File: config.mk
export PLATFORM = sky130hd
export DESIGN_NAME = dcsfb_cell
export DESIGN_NICKNAME = d
export VERILOG_FILES = /design/src/rtl/dcsfb_pkg.sv /design/src/rtl/dcsfb_cell.sv
export SDC_FILE = /design/constraint.sdc
export NUM_CORES = 1
export LEC_CHECK = 0
export BUFFER_PORTS_ARGS = -buffer_cell sky130_fd_sc_hd__buf_4
export CAP_MARGIN = 20
export CORE_MARGIN = 2
export CORE_UTILIZATION = 60
export CTS_CLUSTER_SIZE = 14
export DETAILED_ROUTE_END_ITERATION = 10
export GPL_ROUTABILITY_DRIVEN = 0
export HOLD_SLACK_MARGIN = 0.06
export PLACE_DENSITY = 0.85
export SETUP_SLACK_MARGIN = 0.1
export SYNTH_ARGS = -nofsm -noshare
export SYNTH_HDL_FRONTEND = slang
export SYNTH_SLANG_ARGS = --single-unit
File: constraint.sdc
create_clock -name clk -period 4.4 [get_ports clk]
set_input_delay 0.44 -clock clk [delete_from_list [all_inputs] [get_ports clk]]
set_output_delay 0.44 -clock clk [all_outputs]
set_load 0.02 [all_outputs]
File: src/rtl/dcsfb_pkg.sv
`timescale 1ns / 1ps

package dcsfb_pkg;

	// Sizes of the chain and of each device queue
	localparam int MAX_DEVICES = 32;
	localparam int QUEUE_DEPTH = 16;

	// Field widths
	localparam int WORD_W     = 16;
	localparam int DEV_W      = 6;
	localparam int PTR_W      = $clog2(QUEUE_DEPTH);
	localparam int FILL_W     = $clog2(QUEUE_DEPTH + 1);
	localparam int CELL_IDX_W = $clog2(MAX_DEVICES);

	// Reduction tree shape
	localparam int TREE_GRP  = 8;
	localparam int TREE_NGRP = (MAX_DEVICES + TREE_GRP - 1) / TREE_GRP;

	// Input item kinds
	typedef enum logic {
		FUNC_PUSH  = 1'b0,
		FUNC_FRAME = 1'b1
	} func_t;

	// Result status codes
	typedef enum logic [1:0] {
		ST_OK      = 2'd0,
		ST_BAD_DEV = 2'd1,
		ST_FULL    = 2'd2
	} status_t;

	// Configuration register indexes
	typedef enum logic [0:0] {
		REG_CHAIN_LEN    = 1'b0,
		REG_FRAME_MARKER = 1'b1
	} reg_idx_t;

	// Sequencer states
	typedef enum logic [1:0] {
		SEQ_IDLE,
		SEQ_SETTLE,
		SEQ_OUT
	} seq_state_t;

	// Control from the sequencer to one queue cell
	typedef struct packed {
		logic wr;
		logic load;
		logic shift;
		logic active;
	} cell_ctrl_t;

	// Status from one queue cell
	typedef struct packed {
		logic busy;
		logic multi;
		logic full;
	} cell_stat_t;

endpackage

File: src/rtl/dcsfb_cell.sv
`timescale 1ns / 1ps

module dcsfb_cell
	import dcsfb_pkg::*;
(
	input  logic              clk,
	input  logic              arst_n,
	input  cell_ctrl_t        ctrl,
	input  logic [WORD_W-1:0] cmd,
	input  logic [WORD_W-1:0] shift_in,
	output logic [WORD_W-1:0] shift_out,
	output cell_stat_t        stat
);

	logic [WORD_W-1:0] mem_q [QUEUE_DEPTH];
	logic [PTR_W-1:0]  head_q;
	logic [FILL_W-1:0] fill_q;
	logic [WORD_W-1:0] sh_q;
	logic [PTR_W-1:0]  slot;
	logic              nonempty;
	logic              pop;

	assign nonempty = (fill_q != '0);
	assign pop      = ctrl.load & ctrl.active & nonempty;
	assign slot     = head_q + fill_q[PTR_W-1:0];

	// Store the pushed word at the tail
	always_ff @(posedge clk) begin
		if (ctrl.wr) begin
			mem_q[slot] <= cmd;
		end
	end

	// Advance head and fill count
	always_ff @(posedge clk or negedge arst_n) begin
		if (!arst_n) begin
			head_q <= '0;
			fill_q <= '0;
		end else if (ctrl.wr) begin
			fill_q <= fill_q + FILL_W'(1);
		end else if (pop) begin
			head_q <= head_q + PTR_W'(1);
			fill_q <= fill_q - FILL_W'(1);
		end
	end

	// Load the head word into the frame chain, then pass it along
	always_ff @(posedge clk) begin
		if (ctrl.load) begin
			sh_q <= pop ? mem_q[head_q] : '0;
		end else if (ctrl.shift) begin
			sh_q <= shift_in;
		end
	end

	assign shift_out  = sh_q;
	assign stat.busy  = ctrl.active & nonempty;
	assign stat.multi = ctrl.active & (fill_q > FILL_W'(1));
	assign stat.full  = (fill_q == FILL_W'(QUEUE_DEPTH));

endmodule

After elaboration in Yosys (flattened, before gate mapping) --
Memory sizes are Yosys's and may differ from the RTL's. Index checks and enable logic that the tools add are counted.
Operators by class: add/subtract/negate cells 4, $mul 0, divide/modulo/power cells 0, order comparisons 1, equality and inequality tests 1, shift-type cells 0, muxes and demuxes 7, bitwise operators 5, reduce and logical (&&, ||, !) cells 4
Operators with widths (count):
- 16-bit 2-to-1 mux | 3
- 5-bit 2-to-1 mux | 2
- 5-bit by 1-bit adder with 5-bit output, second input constant | 1
- 5-bit == test, second input constant | 1
- 5-bit by 1-bit > comparator with 1-bit output, second input constant | 1
- 5-bit nonzero test | 1
- 5-bit by 1-bit subtractor with 5-bit output, second input constant | 1
- 4-bit by 1-bit adder with 4-bit output, second input constant | 1
- 4-bit adder | 1
- 1-bit bitwise AND | 4
- 2-bit nonzero test | 2
- 1-bit 2-to-1 mux | 2
- 2-bit AND reduction | 1
- 1-bit NOT | 1
Word-level totals: flip-flop bits (word level) 25, bits in latches 0, memory bits (writable) 256, bits in read-only memories 0, output and inout bits 19, word-level logic and storage cells 26, memories kept 1
Memories:
- mem_q | words 16, width 16, rd ports 1, clocked after memory_dff 0, wr ports 1, line dcsfb_cell.sv:15 | logic [WORD_W-1:0] mem_q [QUEUE_DEPTH];

Logic depth before layout (Yosys ltp) --
Gate-level depths: netlist (run 1).
depth after elaboration 4, gate-level depth with buffers 7, mapped depth without buffers 6

Worst setup path before layout (run 1) --
Ideal clock, no wire load.
path kind register to register, start point reg fill_q[0], end point mem mem_q[0][0], enable pin, library setup time 0.409 ns, arrival time 2.777 ns, slack 1.214 ns, cell stages (with the launch flop) 5, buffers on the path 0, period minus slack after synthesis 3.186 ns, cells stage by stage dfrtp_1 -> ha_1 -> fa_1 -> or3b_2 -> nor3_1
On the way: longest elaborated chain between the ends 1
Ends and longest elaborated chain:
- start, declared | line dcsfb_cell.sv:17 | logic [FILL_W-1:0] fill_q;
- start signal, assigned | line dcsfb_cell.sv:40 | fill_q <= fill_q + FILL_W'(1);
- start signal, assigned | line dcsfb_cell.sv:43 | fill_q <= fill_q - FILL_W'(1);
- 4-bit adder | line dcsfb_cell.sv:25 | assign slot = head_q + fill_q[PTR_W-1:0];
- end, declared | line dcsfb_cell.sv:15
No other way between the ends.

Final worst setup path (run 1) --
start point reg head_q[0], end point mem mem_q[15][10], enable pin
On the way: longest elaborated chain between the ends 1
Ends and longest elaborated chain:
- start, declared | line dcsfb_cell.sv:16 | logic [PTR_W-1:0] head_q;
- start signal, assigned | line dcsfb_cell.sv:42 | head_q <= head_q + PTR_W'(1);
- 4-bit adder | line dcsfb_cell.sv:25
No other way between the ends.

==> results of run 1 <==
## routing by layer
layer,vias to the layer above,GRT usage,share of wire
met5,-,0,0.00052
met4,2,0.0696,0.021
met3,49,0.0670,0.12
met2,385,0.423,0.49
met1,2902,0.370,0.37
li1,2308,-,-
## state kept, by name, summed over array words and instances (netlist names)
name       count
mem_q        256
shift_out     16
head_q         4
fill_q         5
## through the flow
step | instances | power [mW] | setup WS (ns) | hold WS [ns]
after global routing | 851 | 9.87 | 1.42 | 0.197
after CTS | 851 | 9.55 | 1.57 | 0.189
after global placement | 798 | 6.81 | 1.72 | 0.267
final | 851 | 9.51 | 1.57 | 0.196
after floorplan | 516 | 5.94 | 1.21 | 0.144
after detailed placement | 798 | 6.96 | 1.62 | 0.275
## cell usage in the layout, fill, tap and decap left out, types with 3 or more instances in the layout
master | Yosys | final
xor2_1 | 4 | 4
nand2_1 | 3 | 3
a21oi_1 | 5 | 5
mux4_2 | 64 | 64
mux2i_1 | 32 | 32
nor3_2 | 0 | 16
clkinv_1 | 0 | 5
mux2_2 | 17 | 17
buf_4 | 1 | 78
clkbuf_16 | 0 | 29
edfxtp_1 | 272 | 272
dfrtp_1 | 9 | 6
clkinv_2 | 0 | 3
clkbuf_1 | 7 | 6
o22ai_1 | 16 | 16
ha_1 | 7 | 7
inv_1 | 18 | 18
bufinv_16 | 0 | 6
xnor2_1 | 8 | 8
## worst min path at each step
stage	end	slack [ns]	depth (start not counted)
global placement	fill_q[0]	0.27	1
detailed placement	fill_q[0]	0.27	1
floorplan	fill_q[0]	0.14	0
CTS	fill_q[1]	0.19	2
global route	fill_q[1]	0.20	2
finish	fill_q[1]	0.20	2
## layout make-up
| type | count | area share |
|---|---|---|
| clock buffers | 35 | 0.0577 |
| clock inverters | 17 | 0.0184 |
| inverters | 18 | 0.00521 |
| multi-input cells | 192 | 0.202 |
| flip-flops and latches | 281 | 0.648 |
| well taps | 229 | 0.0221 |
| repair buffers | 79 | 0.0460 |
## cells by family after synthesis
family	after synthesis	share of synthesized area
DFF	281	0.753
and+or+nand+nor	33	0.0177
adders and majority gates	8	0.00965
xor gates and xnor gates	12	0.00943
buffers and inverters	43	0.0194
AOI/OAI and AO/OA	25	0.0145
muxes	114	0.177
## power groups by stage
| stage | clock network [mW] | registers, mW | logic (mW) |
|---|---|---|---|
| floorplan | 0 | 3.94 | 2.00 |
| global placement | 0 | 3.97 | 2.84 |
| detailed placement | 0 | 4.02 | 2.94 |
| CTS | 2.56 | 3.99 | 3.00 |
| global route | 2.66 | 4.04 | 3.17 |
| finish | 2.54 | 3.98 | 2.99 |
==> results.ini, run 1 <==
[setup_path]
r2r-start = head_q[0]
crit_start = head_q[0]
cp_common_cell = buf_4
worst_path_dominant_cell_family = XOR/XNOR gates
path_class = reg -> reg
cp-end-kind = register
critPathLaunchType = register
max_stage_delay_ns = 0.84
path_depth = 6
slowest_stage = xnor2_1
crit_buf_inv = 2
critPathMaxFanout = 20
reg2reg_to = mem_q[15][10]
setup.worst_path.end = mem_q[15][10]
required_ns = 4.66
path_cells = buf_4 > ha_1 > fa_1 > xnor2_1 > nor3_2 > buf_4
ff2ff_setup_slack_ns = 1.57
cp.arrival_ns = 3.09
reg2regPathDepth = 6

[global_routing]
grt_pass1_vias = 5795
track_usage = 0.264
overflow = 0
grt_pass1_wl_um = 37400
grt_antenna_before_repair = 1
grt_max_degree = 35

[logic_synthesis]
synth_flop_cell = edfxtp_1
yosysWarnings = 0
yosysMostFrequentCell = edfxtp_1
syn_area_per_cell_um2 = 21.6
syn_nets = 562
synth_top_area_share = 0.733
synth-seq-area-share = 0.753
netlist_instances = 516
ys_seq_elements = 281
synth_edf_count = 272
async_flop_share = 0.0320
synthTopCellsByCount = 272 x edfxtp_1, 64 x mux4_2, 32 x mux2i_1, 18 x inv_1, 18 x nor3_1
ys_types = 34
synth_area_leader_cell = edfxtp_1
synth.cell_area_mm2 = 0.0111
netlist_top_cells_area = edfxtp_1 73%, mux4_2 13%, mux2i_1 2.9%, dfrtp_1 2.0%, mux2_2 1.7%

[floorplanning]
coreArea_mm2 = 0.0181
die_h_um = 140
pin_count = 57
die_w_um = 140
start_util = 0.616
rows = 49
die_area_mm2 = 0.0197

[layout]
final-seq-area_mm2 = 0.00840
fin_area_mm2 = 0.0130
drive_gt1_frac = 0.362
nNetsFinal = 646
n_antenna_cell = 0
fillers = 1009
multi_input_area_mm2 = 0.00262
utilization = 0.716
syn_to_final_growth_pct = 16.2

[power_and_ir_drop]
p_clk_frac = 0.267
power_frac_comb = 0.314
p_sw_frac = 0.316
p_sw_mw = 3.00
p_int_mw = 6.51
peakVddDrop_v = 0.000359
leakage_nw = 4.38
power.share.sequential = 0.419
power_density_mw_per_mm2 = 734

[timing]
fmax_mhz = 354
slew_headroom = 0.292
tightest_slew_ns = 1.05
setup-violations-final = 0
drv_slew = 0
post-route-period-util = 0.643
final-hold-violation-count = 0
rsz0062_at_grt = false
setup_tns_ns = 0
skew_ns = 0.0123
fin_crit_ns = 2.83

[clock_network]
clock_path_buffers = 3
cts_setup_buffers = 0
cts.repair.resized = 0
cts_made_buffers = 28
cts_root_buf = clkbuf_16
ctsHtreeMaxLevel = 1
holdBufCountCts = 1
cts.sinks = 281
clk_pin_slew_ns = 0.06
clock_latency_ns = 0.54
cts_tree = done

[place]
dp_hpwl_um = 14700
portBuffers = 56
placed_cell_area_mm2 = 0.0120

[outcome]
outcome = finished, final reports clean

[drt]
wirelength_um = 25100
vias = 5646
route.detailed.drc = 0
viasPerCell = 6.63
dr.pass1.iters = 6
antenna_left = 0
wl_per_cell_um = 29.4
drtIter0Drc = 595

[hold_path]
hp-class = in -> reg
worstHoldStart = ctrl[3]

[job]
drv_cap = 0

(Power assumes the default switching activity.)
==> run 2, diff against run 1 <==
- clock period: 4.4 -> 2.8 ns (I/O delays scaled with it)
==> run 2 against run 1 <==
Compared with the run above:
- sequential power grew 54%
- critical path depth shrank 1
- wire length shrank 3.0%
- sequential cell count is the same
- combinational power grew 70%
- via count shrank 0.48%
- worst setup slack lost 1.4 ns
- clock skew grew 0.014 ns
- count of clock-buffer cells in the layout grew 2
- clock power grew 58%
- die area is the same
- critical path type unchanged
- largest power group unchanged
==> results.ini, run 2 (synthesis results as in run 1) <==
[drt]
drtIter0Drc = 516  ; -13%
dr.pass1.iters = 5  ; -1
vias = 5619  ; -0.48%
viasPerCell = 6.41  ; -3.3%
wirelength_um = 24300  ; -3.0%
route.detailed.drc = 0  ; unchanged
wl_per_cell_um = 27.7  ; -5.8%
antenna_left = 0  ; unchanged

[clock_network]
ctsHtreeMaxLevel = 1  ; unchanged
cts_tree = done
clk_pin_slew_ns = 0.07  ; about the same
cts.sinks = 281  ; unchanged
cts_made_buffers = 29  ; +3.6%
clock_path_buffers = 3  ; unchanged
cts_root_buf = clkbuf_16
clock_latency_ns = 0.56  ; +0.02 ns

[layout]
instances_no_fill = 876  ; +2.9%
nNetsFinal = 670  ; +3.7%
n_antenna_cell = 0  ; unchanged
largest_reg_flops = 256  ; unchanged
drive_gt1_frac = 0.366  ; +0.00457
syn_to_final_growth_pct = 18.5
mostFrequentLayoutCell = edfxtp_1
final-seq-area_mm2 = 0.00840  ; unchanged
fillers = 1010  ; +0.099%
layout_common_cells = 272 x edfxtp_1, 85 x buf_4, 64 x mux4_2
top_register = mem_q
multi_input_area_mm2 = 0.00264  ; +0.57%
utilization = 0.730  ; +0.0139

[floorplanning]
start_util = 0.616  ; unchanged
pin_count = 57  ; unchanged
die_h_um = 140  ; unchanged
rows = 49  ; unchanged
die_area_mm2 = 0.0197  ; unchanged
die_w_um = 140  ; unchanged
coreArea_mm2 = 0.0181  ; unchanged

[place]
portBuffers = 56  ; unchanged
dp_hpwl_um = 14700  ; +0.15%
dp.cells = 804  ; +0.75%

[setup_path]
slowest_stage = or3b_2
cp-end-kind = register
max_stage_delay_ns = 0.58  ; -0.26 ns
path_class = reg -> reg
critPathMaxFanout = 16  ; -20%
required_ns = 3.03  ; -1.63 ns
cp.arrival_ns = 2.81  ; -0.28 ns
critPathLaunchType = register
path_cells = ha_1 > fa_1 > or3b_2 > nor3_2 > buf_4

[timing]
setup-violations-final = 0  ; unchanged
slew_headroom = 0.479  ; +0.187
hold-worst-slack_ns = 0.0730  ; -0.123 ns
post-route-period-util = 0.923  ; +0.281
final-hold-violation-count = 0  ; unchanged
tightest_slew_ns = 0.778  ; -0.276 ns
drv_slew = 0  ; unchanged
fin_crit_ns = 2.59  ; -0.242 ns
fmax_mhz = 387  ; +9.4%
rsz0062_at_grt = false
skew_ns = 0.0266  ; +0.0143 ns

[global_routing]
grt_pass1_vias = 5988  ; +3.3%
track_usage = 0.255  ; -0.00835
grt_antenna_before_repair = 0  ; -1
grt_max_degree = 66  ; +89%
overflow = 0  ; unchanged
grt_pass1_wl_um = 36900  ; -1.4%

[power_and_ir_drop]
leakage_nw = 4.51  ; +2.9%
power_mw = 15.2  ; +60%
power_density_mw_per_mm2 = 1150  ; +57%
peakVddDrop_v = 0.000763  ; +110%

[job]
drv_cap = 0  ; unchanged

[hold_path]
hp-class = in -> reg

[outcome]
outcome = finished, final reports clean

==> run 2: routing by layer <==
| metal | vias up | share of wire | GRT usage |
|---|---|---|---|
| li1 | 2355 | - | - |
| met4 | 0 | 0.021 | 0.0670 |
| met1 | 2907 | 0.40 | 0.370 |
| met2 | 311 | 0.50 | 0.414 |
| met3 | 46 | 0.078 | 0.0441 |
| met5 | - | 0 | 0 |
==> run 2: path summary, 6_finish.rpt <==
kind | startpoint | end | slack [ns] | cells after the start
min in group asynchronous | arst_n | head_q[3] | 0.11 | 2
worst max-delay path | fill_q[0] | mem_q[8][5] | 0.21 | 5
max in group asynchronous | arst_n | head_q[1] | 2.53 | 2
worst min register to register | fill_q[3] | fill_q[3] | 0.59 | 1
worst min-delay path | cmd[4] | mem_q[5][4] | 0.07 | 1
worst max register to register | fill_q[0] | mem_q[8][5] | 0.21 | 5
==> run 2: final cells by class <==
type	instances	share of cell area
clock buffers	37	0.0587
multi-input cells	192	0.200
flip-flops and latches	281	0.636
inverters	18	0.00512
clock inverters	17	0.0171
repair buffers	102	0.0620
well taps	229	0.0217
==> run 2: where the power goes <==
| group | switching, mW | internal, mW | leakage, nW | total [mW] |
|---|---|---|---|---|
| registers | 0.332 | 5.81 | 2.59 | 6.14 |
| logic | 2.94 | 2.14 | 1.43 | 5.08 |
| clock network | 1.59 | 2.43 | 0.493 | 4.02 |
| total | 4.86 | 10.4 | 4.51 | 15.2 |
==> run 2: through the flow <==
stage               TNS (ns)  setup WS, ns  instance area [um^2]
global placement           0         0.214                 12000
floorplan             -25.94        -0.149                 11200
detailed placement         0         0.116                 12000
finish                     0         0.214                 13200
global route               0         0.138                 13200
CTS                   -0.246       -0.0188                 13200
==> run 2: timing repair <==
action,CTS,global route
setup endpoints to repair,256,128
endpoints found under the hold margin,143,0
hold buffers,16,0
gates cloned,0,0
gates resized for setup,1,1
setup buffers,0,0
==> run 2: worst max-delay path: cells and delay by family (launching register included) <==
| family | cells | cell delay (ns) |
|---|---|---|
| fa+ha+maj | 2 | 0.77 |
| buf+inv | 1 | 0.28 |
| flops | 1 | 0.47 |
| simple gates | 2 | 0.75 |
