File: src/rtl/dcsfb_pkg.sv
`timescale 1ns / 1ps

package dcsfb_pkg;

	// Sizes of the chain and of each device queue
	localparam int MAX_DEVICES = 32;
	localparam int QUEUE_DEPTH = 16;

	// Field widths
	localparam int WORD_W     = 16;
	localparam int DEV_W      = 6;
	localparam int PTR_W      = $clog2(QUEUE_DEPTH);
	localparam int FILL_W     = $clog2(QUEUE_DEPTH + 1);
	localparam int CELL_IDX_W = $clog2(MAX_DEVICES);

	// Reduction tree shape
	localparam int TREE_GRP  = 8;
	localparam int TREE_NGRP = (MAX_DEVICES + TREE_GRP - 1) / TREE_GRP;

	// Input item kinds
	typedef enum logic {
		FUNC_PUSH  = 1'b0,
		FUNC_FRAME = 1'b1
	} func_t;

	// Result status codes
	typedef enum logic [1:0] {
		ST_OK      = 2'd0,
		ST_BAD_DEV = 2'd1,
		ST_FULL    = 2'd2
	} status_t;

	// Configuration register indexes
	typedef enum logic [0:0] {
		REG_CHAIN_LEN    = 1'b0,
		REG_FRAME_MARKER = 1'b1
	} reg_idx_t;

	// Sequencer states
	typedef enum logic [1:0] {
		SEQ_IDLE,
		SEQ_SETTLE,
		SEQ_OUT
	} seq_state_t;

	// Control from the sequencer to one queue cell
	typedef struct packed {
		logic wr;
		logic load;
		logic shift;
		logic active;
	} cell_ctrl_t;

	// Status from one queue cell
	typedef struct packed {
		logic busy;
		logic multi;
		logic full;
	} cell_stat_t;

endpackage

File: src/rtl/dcsfb_empty_tree.sv
`timescale 1ns / 1ps

module dcsfb_empty_tree
	import dcsfb_pkg::*;
(
	input  logic                   clk,
	input  logic                   arst_n,
	input  logic [MAX_DEVICES-1:0] busy,
	input  logic [MAX_DEVICES-1:0] multi,
	output logic                   all_empty,
	output logic                   frame_empty
);

	logic [TREE_NGRP-1:0] grp_busy;
	logic [TREE_NGRP-1:0] grp_multi;
	logic [TREE_NGRP-1:0] grp_busy_s1;
	logic [TREE_NGRP-1:0] grp_multi_s1;

	// OR each group of cells
	always_comb begin
		grp_busy  = '0;
		grp_multi = '0;
		for (int g = 0; g < TREE_NGRP; g++) begin
			for (int j = 0; j < TREE_GRP; j++) begin
				if (g * TREE_GRP + j < MAX_DEVICES) begin
					grp_busy[g]  = grp_busy[g]  | busy[g * TREE_GRP + j];
					grp_multi[g] = grp_multi[g] | multi[g * TREE_GRP + j];
				end
			end
		end
	end

	// Register group results
	always_ff @(posedge clk or negedge arst_n) begin
		if (!arst_n) begin
			grp_busy_s1  <= '0;
			grp_multi_s1 <= '0;
		end else begin
			grp_busy_s1  <= grp_busy;
			grp_multi_s1 <= grp_multi;
		end
	end

	// Final OR of the registered groups
	assign all_empty   = ~(|grp_busy_s1);
	assign frame_empty = ~(|grp_multi_s1);

endmodule

File: config.mk
export PLATFORM = sky130hd
export DESIGN_NAME = dcsfb_empty_tree
export DESIGN_NICKNAME = d
export VERILOG_FILES = /design/src/rtl/dcsfb_pkg.sv /design/src/rtl/dcsfb_empty_tree.sv
export SDC_FILE = /design/constraint.sdc
export NUM_CORES = 1
export LEC_CHECK = 0
export ABC_AREA = 1
export BUFFER_PORTS_ARGS = -buffer_cell sky130_fd_sc_hd__buf_4
export CAP_MARGIN = 10
export CORE_ASPECT_RATIO = 0.5
export CORE_MARGIN = 2
export CORE_UTILIZATION = 25
export CTS_CLUSTER_SIZE = 25
export DETAILED_ROUTE_END_ITERATION = 10
export PLACE_DENSITY = 0.7
export SLEW_MARGIN = 25
export SYNTH_ARGS = -nofsm -noshare
export SYNTH_HDL_FRONTEND = slang
export SYNTH_SLANG_ARGS = --single-unit
File: constraint.sdc
create_clock -name clk -period 1.5 [get_ports clk]
set_input_delay 0.225 -clock clk [delete_from_list [all_inputs] [get_ports clk]]
set_output_delay 0.225 -clock clk [all_outputs]
set_load 0.02 [all_outputs]
Yosys cells after proc, flatten, opt, wreduce, memory -nomap -nowiden
Index checks and enable logic that the tools add are counted.
Widths: inputs -> output; s select.
{"block": "word_totals", "inputBits": 66, "elab_cells": 62, "ff_bits": 8}
{"block": "op_classes", "n_reduce_logical": 2, "n_bitwise": 58}
{"op": "$or 1x1->1", "count": 56}
{"op": "$reduce_or 4->1", "count": 2}
{"op": "$not 1->1", "count": 2}

Depth between registers and ports, before layout
Gate-level depths: netlist (run 1).
{"block": "depth", "ltp_word": 7, "depth_mapped": 4, "mapped_depth_nobuf": 4}

Worst setup path after synthesis (run 1)
Ideal clock, no wire load.
{"block": "synth_timing", "path_kind": "reg-to-output", "start": "register grp_busy_s1[3]", "end": "output port all_empty", "path_buffers": 0, "t_arrival_ns": 0.644, "stages_incl_launch_ff": 3, "path_slack_ns": 0.631, "path_cell_list": "dfrtp_1 nor2_1 and2_1"}
{"block": "synth_via", "elab_chain_cells": 2}
{"item": "start, declared", "line": "dcsfb_empty_tree.sv:16", "text": "logic [TREE_NGRP-1:0] grp_busy_s1;"}
{"item": "start signal, assigned", "line": "dcsfb_empty_tree.sv:39", "text": "grp_busy_s1 <= grp_busy;"}
{"item": "$reduce_or 4->1", "line": "dcsfb_empty_tree.sv:45", "text": "assign all_empty = ~(|grp_busy_s1);"}
{"item": "$not 1->1", "line": "dcsfb_empty_tree.sv:45"}
{"item": "end, declared", "line": "dcsfb_empty_tree.sv:10", "text": "output logic all_empty,"}
Every way passes these cells.

Final worst setup path (run 1)
{"block": "layout_timing", "start": "register grp_multi_s1[1]", "end": "output port frame_empty"}
{"block": "layout_via", "elab_chain_cells": 2}
{"item": "start, declared", "line": "dcsfb_empty_tree.sv:17", "text": "logic [TREE_NGRP-1:0] grp_multi_s1;"}
{"item": "start signal, assigned", "line": "dcsfb_empty_tree.sv:40", "text": "grp_multi_s1 <= grp_multi;"}
{"item": "$reduce_or 4->1", "line": "dcsfb_empty_tree.sv:46", "text": "assign frame_empty = ~(|grp_multi_s1);"}
{"item": "$not 1->1", "line": "dcsfb_empty_tree.sv:46"}
{"item": "end, declared", "line": "dcsfb_empty_tree.sv:11", "text": "output logic frame_empty"}
Every way passes these cells.

==> results.txt, run 1 <==
Hold Crit Depth - 5
transition time at the pin with the least slew margin - 0.102 ns
Crit Path Category - flop to output port
layout cells sized above 1 - 34.1%
die area - 0.00317 mm2
leakage - 0.000860 uW
RePlAce Congestion - 0.702
Root Buffer - clkbuf_8
fmax - 0.861 GHz
# H-tree levels - 1
TritonRoute pass-1 iters - 2
WL final - 1690 um
Reg area - 200 um2
DRC - 0
Avg Inst Size Synth - 5.06 um2
sequential share of the synthesized area - 29.5%
Clock Path Buffers - 2
Initial Utilization - 26.2%
core area - 0.00259 mm2
largest net degree at the start of global routing - 9
final core occ - 49.4%
pwr/cell area - 513 mW/mm2
post-route cell area - 0.00128 mm2
Max-Cap Viols - 0
hold_sp - busy[14]
Critical Path Source Type - flop
Tmin final - 1.16 ns
Port Buffer Count - 67
RSZ-0062 raised after global routing - no
CTS tree - yes
clk slew on worst S/H paths - 0.04 ns
fin nets - 273
die width - 77.7 um
Worst Path Required - 1.27 ns
Routed wire per std cell - 6.98 um
Synth cell types - 5
Antenna Cells - 0
grt ovf - 0
CP Capture Type - output port
first-pass GRT wire length - 2660 um
fin crit share - 77.4%
Num CTS Buffers - 3
Iteration-0 DRC Markers - 8
via count - 840
Slew HR - 93.2%
Hold WC Path Type - input port to flop
number of global-route vias before repair - 704
Worst IR Drop VDD - 0.226 mV
initial antenna violation count - 0
Ports - 68
CP arrival - 0.94 ns
GRT Total Usage - 10.9%
Mapped Nets - 200
final slew viol count - 0
mapped cell area - 678 um2
multi-input logic area - 238 um2
remaining antenna violation count after routing - 0
Post-DP Area - 0.00123 mm2
Area growth, synth to finish - 88.6%
worst hold endpoint - grp_busy_s1[1]
Mapped Cells - 134
Filler Cells Inserted - 252
Detailed Place HPWL - 1520 um
die height - 40.8 um
post-synthesis register bit count - 8
clock sinks - 8
Post-CTS Setup Inserts - 0
status - finished, final reports clean
FP Rows - 13
vias per std cell - 3.47
Final setup violation count - 0
crit-path max FO - 1
TNS Setup - 0 ns
Syn. warnings - 0
endpoints failing hold - 0
power breakdown:
part | internal, uW | switching (uW)
Combinational | 131 | 57.7
Clock | 173 | 76.5
Sequential | 218 | 0.197
Total | 521 | 134
worst max-delay path: stages, from the launching register on:
cell and delay, ns:
dfrtp_1 0.36, nor2_1 0.10, and2_1 0.12, buf_4 0.13
final cells by class:
type,count,share of cell area [%]
multi-input cells,62,18.6
inverters,64,18.8
well taps,37,3.62
clock buffers,3,3.23
flip-flops and latches,8,15.7
repair buffers,68,40.1
cells in the mapped netlist:
cell,number,area [um2]
nor2_1,20,75.1
inv_1,64,240
and2_1,2,12.5
dfrtp_1,8,200
nand2_1,40,150
worst max path at each step:
stage	slack, ns	from	endpoint	cells past startpoint
finish	0.34	grp_multi_s1[1]	frame_empty	3
global placement	0.59	grp_multi_s1[3]	frame_empty	3
global route	0.27	grp_multi_s1[1]	frame_empty	3
CTS	0.33	grp_multi_s1[1]	frame_empty	3
floorplan	0.63	grp_busy_s1[3]	all_empty	2
detailed placement	0.57	grp_multi_s1[1]	frame_empty	3
cell families after synthesis:
family	count (synthesis)	synth area share (%)
buffers and inverters	64	35.4
AND/OR/NAND/NOR	62	35.1
flip-flops	8	29.5
registers in the layout, indices dropped and copies added (netlist names):
signal and flops:
grp_busy_s1 4, grp_multi_s1 4
repair_timing:
item | in CTS | in global routing
hold buffers | 1 | 0
hold endpoints to repair | 8 | 0
gates resized for setup | 0 | 0
routing by layer:
metal,vias up,GRT usage [%],wire (um)
li1,480,-,-
met1,338,12.0,670
met2,18,21.8,922
met3,4,1.76,62
met4,0,6.25,33
met5,-,0,0
layout by cell type (no fill, tap or decap), drive strengths merged:
master / count
clkbuf: 3
inv: 64
dlygate4sd3: 1
dfrtp: 8
nand2: 40
and2: 2
nor2: 20
buf: 67
stage by stage:
step                      cells  power [uW]  setup slack [ns]  hold slack (ns)
after floorplan             134         274             0.631          -0.0706
final                       242         656             0.339            0.256
after CTS                   242         664             0.326            0.258
after global routing        242         702             0.274            0.285
after detailed placement    238         409             0.574           0.0455
after global placement      238         405             0.588           0.0430
(Power assumes the default switching activity.)
==> run 2: changes to the inputs <==
==> constraint.sdc (replaced) <==
create_clock -name clk -period 1.1 [get_ports clk]
set_input_delay 0.165 -clock clk [delete_from_list [all_inputs] [get_ports clk]]
set_output_delay 0.165 -clock clk [all_outputs]
set_load 0.02 [all_outputs]
==> run 2 against run 1 <==
  * The run now ends with setup timing left
  * Critical path type unchanged
  * Core utilization increased by 0.29 points
  * Die area did not move
  * Highest routed layer unchanged
  * Total power is 36% higher
==> results.txt, run 2 (synthesis results as in run 1) <==
final slew viol count - 0 (unchanged)
post-route cell area - 0.00129 mm2 (was 0.00128 mm2)
commonest non-fill, non-tap cell in the layout - buf_4 (unchanged)
endpoints failing hold - 0 (unchanged)
Crit Path Category - flop to output port (unchanged)
clock sinks - 8 (unchanged)
die width - 77.7 um (unchanged)
Final setup violation count - 1 (was 0)
Critical Path Source Type - flop (unchanged)
via count - 832 (was 840)
pwr/cell area - 693 mW/mm2 (was 513 mW/mm2)
Worst IR Drop VDD - 0.316 mV (was 0.226 mV)
leakage - 0.000861 uW (was 0.000860 uW)
Num CTS Buffers - 3 (unchanged)
commonest non-fill, non-tap cells in the layout - buf_4 (65), inv_1 (64), nand2_1 (40) (was buf_4 (67), inv_1 (64), nand2_1 (40))
initial antenna violation count - 0 (unchanged)
Ports - 68 (unchanged)
RSZ-0062 raised after global routing - yes (was no)
failing checks - setup timing
largest net degree at the start of global routing - 9 (unchanged)
fin nets - 273 (unchanged)
Initial Utilization - 26.2% (unchanged)
Tmin final - 1.12 ns
Hold WC Path Type - input port to flop (unchanged)
Post-DP Area - 0.00123 mm2 (unchanged)
Detailed Place HPWL - 1530 um (was 1520 um)
Clock Path Buffers - 2 (unchanged)
Slew HR - 93.2% (about the same)
CP top delay family - flip-flops (unchanged)
TNS Setup - -0.0249 ns (was 0 ns)
Post-Place Cells - 238 (unchanged)
grt ovf - 0 (unchanged)
die area - 0.00317 mm2 (unchanged)
buffers plus inverters on the worst setup path - 1 (unchanged)
DRC - 0 (unchanged)
post-route setup slack - -0.0249 ns (was 0.339 ns)
CP max stage cell - dfrtp_1 (unchanged)
Non-Filler Instances - 242 (unchanged)
max incr delay on CP - 0.35 ns (was 0.36 ns)
FP Rows - 13 (unchanged)
GRT Total Usage - 11.7% (was 10.9%)
first-pass GRT wire length - 2810 um (was 2660 um)
fmax - 0.889 GHz
die height - 40.8 um (unchanged)
CTS tree - yes (unchanged)
remaining antenna violation count after routing - 0 (unchanged)
CP cell instances - nor2_1, and2_1, buf_6 (was nor2_1, and2_1, buf_4)
crit-path max FO - 1 (unchanged)
Routed wire per std cell - 7.23 um (was 6.98 um)
clk slew on worst S/H paths - 0.04 ns (about the same)
# H-tree levels - 1 (unchanged)
transition time at the pin with the least slew margin - 0.102 ns (about the same)
RePlAce Congestion - 0.702 (unchanged)
Max-Cap Viols - 0 (unchanged)
Worst Path Required - 0.94 ns (was 1.27 ns)
number of global-route vias before repair - 736 (was 704)
Regs by FF count - grp_busy_s1 (4), grp_multi_s1 (4) (unchanged)
Iteration-0 DRC Markers - 15 (was 8)
CP Capture Type - output port (unchanged)
fin crit share - 102%
TritonRoute pass-1 iters - 4 (was 2)
Antenna Cells - 0 (unchanged)
CP arrival - 0.96 ns (was 0.94 ns)
Port Buffer Count - 67 (unchanged)
Root Buffer - clkbuf_8 (unchanged)
layout cells sized above 1 - 34.1% (unchanged)
Area growth, synth to finish - 89.7% (was 88.6%)
WL final - 1750 um (was 1690 um)
core area - 0.00259 mm2 (unchanged)
status - complete, but fails checks (was finished, final reports clean)
vias per std cell - 3.44 (was 3.47)
## run 2: path summary, 6_finish.rpt
kind | start | endpoint | slack (ns) | depth (start not counted)
min in group asynchronous | arst_n | grp_multi_s1[3] | 0.30 | 2
max | grp_busy_s1[0] | all_empty | -0.02 | 3
max in group asynchronous | arst_n | grp_busy_s1[2] | 0.68 | 2
min | busy[10] | grp_busy_s1[1] | 0.20 | 5
## run 2: what timing repair did
item                                    in CTS  in global routing
pin swaps                                    3                  0
hold buffers                                 1                  0
gates resized for setup                      2                  0
buffers inserted                             0                  0
endpoints found under the setup margin       2                  2
hold endpoints to repair                     8                  0
## run 2: worst min-delay path, delay by kind of cell
| kind | cells | cell delay, ns |
|---|---|---|
| buffers and inverters | 2 | 0.11 |
| and+or+nand+nor | 3 | 0.11 |
## run 2: per-stage QoR
step	power [uW]	util, %	hold WS (ns)	worst slack (ns)
finish	891	49.7	0.196	-0.0249
global route	952	49.7	0.222	-0.0511
CTS	903	49.7	0.196	-0.0142
detailed placement	557	47.5	-0.0146	0.240
global placement	552	47.5	-0.0170	0.248
floorplan	374	-	-0.131	0.291
## run 2: layer usage
layer | part of all wire, % | vias up | wire [um] | track usage (%)
met1 | 39 | 334 | 675 | 12.2
met2 | 57 | 16 | 999 | 24.1
met3 | 3.4 | 2 | 59 | 1.98
li1 | - | 480 | - | -
met4 | 0.80 | 0 | 14 | 7.59
met5 | 0 | - | 0 | 0
## run 2: final cells by class
class	count	area (um2)
Multi-Input combinational cell	62	238
Inverter	64	240
Tap cell	37	46.3
Clock buffer	3	41.3
Sequential cell	8	200
Fill cell	256	1300
Timing Repair Buffer	68	520
## run 2: report_power, final
group | total [uW] | internal, uW | switching [uW]
Clock | 338 | 236 | 102
Combinational | 257 | 178 | 78.4
Sequential | 297 | 297 | 0.274
Total | 891 | 711 | 180
==> run 3: changes to the inputs <==
--- a/config.mk
+++ b/config.mk
@@ -8,12 +8,11 @@
 export ABC_AREA = 1
 export BUFFER_PORTS_ARGS = -buffer_cell sky130_fd_sc_hd__buf_4
 export CAP_MARGIN = 10
-export CORE_ASPECT_RATIO = 0.5
 export CORE_MARGIN = 2
-export CORE_UTILIZATION = 25
+export CORE_UTILIZATION = 30
 export CTS_CLUSTER_SIZE = 25
 export DETAILED_ROUTE_END_ITERATION = 10
-export PLACE_DENSITY = 0.7
+export PLACE_DENSITY = 0.82
 export SLEW_MARGIN = 25
 export SYNTH_ARGS = -nofsm -noshare
 export SYNTH_HDL_FRONTEND = slang
==> constraint.sdc (replaced) <==
create_clock -name clk -period 1 [get_ports clk]
set_input_delay 0.15 -clock clk [delete_from_list [all_inputs] [get_ports clk]]
set_output_delay 0.15 -clock clk [all_outputs]
set_load 0.02 [all_outputs]
==> run 3 against run 2 <==
  * The run still ends with setup timing left
  * Final cell count is 3.7% lower
  * Core utilization is 8.2 points higher
  * Critical path depth stayed put
  * Total power is 7.3% lower
  * Wire length is 17% lower
  * Clock power is 35% lower
  * Design area is 2.3% lower
  * Setup slack worse by 0.053 ns
  * Non-clock buffer count stayed put
  * Critical path type unchanged
==> results.txt, run 3 (synthesis results as in run 1) <==
crit-path max FO - 1 (unchanged)
endpoints failing hold - 0 (unchanged)
vias per std cell - 3.64 (was 3.44)
Worst Path Required - 0.85 ns (was 0.94 ns)
WL final - 1450 um (was 1750 um)
fmax - 0.928 GHz
RePlAce Congestion - 0.665 (was 0.702)
initial antenna violation count - 0 (unchanged)
largest net degree at the start of global routing - 9 (unchanged)
number of global-route vias before repair - 700 (was 736)
TritonRoute pass-1 iters - 2 (was 4)
Slew HR - 92.4% (was 93.2%)
die width - 51.5 um (was 77.7 um)
CTS tree - yes (unchanged)
Area growth, synth to finish - 85.2% (was 89.7%)
Final setup violation count - 2 (was 1)
Reg area - 200 um2 (unchanged)
Antenna Cells - 0 (unchanged)
failing checks - setup timing (unchanged)
Non-Filler Instances - 233 (was 242)
pre-CTS WS - 0.158 ns (was 0.240 ns)
Filler Cells Inserted - 210 (was 256)
die height - 51.5 um (was 40.8 um)
clk slew on worst S/H paths - 0.05 ns (was 0.04 ns)
GRT Total Usage - 11.6% (was 11.7%)
fin nets - 273 (unchanged)
grt peak-use layer - met2 (unchanged)
met3 GRT Util - 1.72% (was 1.98%)
commonest non-fill, non-tap cells in the layout - buf_4 (65), inv_1 (64), nand2_1 (40) (unchanged)
Regs by FF count - grp_busy_s1 (4), grp_multi_s1 (4) (unchanged)
multi-input logic area - 238 um2 (unchanged)
Tmin final - 1.08 ns
clock sinks - 8 (unchanged)
Tot Pwr - 826 uW (was 891 uW)
Max-Cap Viols - 0 (unchanged)
remaining antenna violation count after routing - 0 (unchanged)
fin crit share - 108%
Clock Path Buffers - 2 (unchanged)
CP arrival - 0.93 ns (was 0.96 ns)
Initial Utilization - 31.3% (was 26.2%)
Num CTS Buffers - 3 (unchanged)
FP Rows - 17 (was 13)
final slew viol count - 0 (unchanged)
Root Buffer - clkbuf_4 (was clkbuf_8)
CP Capture Type - output port (unchanged)
RSZ-0062 raised after global routing - yes (unchanged)
Post-CTS Setup Inserts - 0 (unchanged)
die area - 0.00266 mm2 (was 0.00317 mm2)
GR Layer Usage met2 - 21.6% (was 24.1%)
first-pass GRT wire length - 2360 um (was 2810 um)
core area - 0.00217 mm2 (was 0.00259 mm2)
Hold WC Path Type - input port to flop (unchanged)
Detailed Place HPWL - 1350 um (was 1530 um)
Crit Path Category - flop to output port (unchanged)
met1 Use GR - 12.4% (was 12.2%)
layout cells sized above 1 - 34.1% (unchanged)
via count - 848 (was 832)
# H-tree levels - 1 (unchanged)
Port Buffer Count - 67 (unchanged)
Post-Place Cells - 229 (was 238)
Routed wire per std cell - 6.23 um (was 7.23 um)
status - complete, but fails checks (unchanged)
transition time at the pin with the least slew margin - 0.113 ns (was 0.102 ns)
DRC - 0 (unchanged)
commonest non-fill, non-tap cell in the layout - buf_4 (unchanged)
Critical path destination - frame_empty (was all_empty)
Critical Path Source Type - flop (unchanged)
leakage - 0.000853 uW (was 0.000861 uW)
post-route setup slack - -0.0775 ns (was -0.0249 ns)
pwr/cell area - 658 mW/mm2 (was 693 mW/mm2)
Iteration-0 DRC Markers - 1 (was 15)
Worst IR Drop VDD - 0.313 mV (was 0.316 mV)
grt ovf - 0 (unchanged)
origin of the worst setup path - grp_multi_s1[3] (was grp_busy_s1[0])
Ports - 68 (unchanged)
run 3: per-stage QoR:
step	hold WS [ns]	util, %	cell area [um2]	setup TNS (ns)
after floorplan	-0.146	-	678	0
after global placement	-0.0338	56.1	1220	0
after detailed placement	-0.0282	56.1	1220	0
after CTS	0.163	57.9	1260	-0.182
after global routing	0.175	57.9	1260	-0.254
final	0.166	57.9	1260	-0.153
run 3: metal layers:
| metal | vias to the layer above | part of all wire, % |
|---|---|---|
| met5 | - | 0 |
| met2 | 41 | 50 |
| met1 | 322 | 37 |
| met3 | 2 | 11 |
| li1 | 483 | - |
| met4 | 0 | 1.9 |
run 3: what timing repair did:
| item | CTS | global route |
|---|---|---|
| setup endpoints to repair | 2 | 2 |
| resized for setup | 2 | 0 |
| hold buffers | 1 | 0 |
| hold endpoints to repair | 8 | 0 |
| pin swaps | 1 | 0 |
run 3: worst max-delay path, cell delays in order (launching register included):
cell,delay [ns]
dfrtp_1,0.35
nor2_1,0.09
and2_1,0.14
buf_6,0.12
run 3: how the worst min path moves through the flow:
| stage | from | to | slack (ns) | cells after the start |
|---|---|---|---|---|
| 3_5_place_dp | arst_n | grp_busy_s1[3] | -0.03 | 1 |
| 2_1_floorplan | arst_n | grp_busy_s1[0] | -0.15 | 0 |
| 6_report | multi[10] | grp_multi_s1[1] | 0.17 | 5 |
| 3_3_place_gp | arst_n | grp_busy_s1[2] | -0.03 | 1 |
| 5_1_grt | multi[2] | grp_multi_s1[0] | 0.17 | 5 |
| 4_1_cts | multi[10] | grp_multi_s1[1] | 0.16 | 5 |
run 3: where the power goes:
part	total [uW]	internal [uW]	switching, uW
registers	326	326	0.261
clock network	220	136	83.9
logic	281	196	84.8
run 3: final cells by class:
| cell class | count | area share [%] |
|---|---|---|
| Clock buffer | 3 | 1.79 |
| Inverter | 64 | 19.1 |
| Multi-Input combinational cell | 62 | 18.9 |
| Sequential cell | 8 | 15.9 |
| Tap cell | 28 | 2.79 |
| Timing Repair Buffer | 68 | 41.4 |
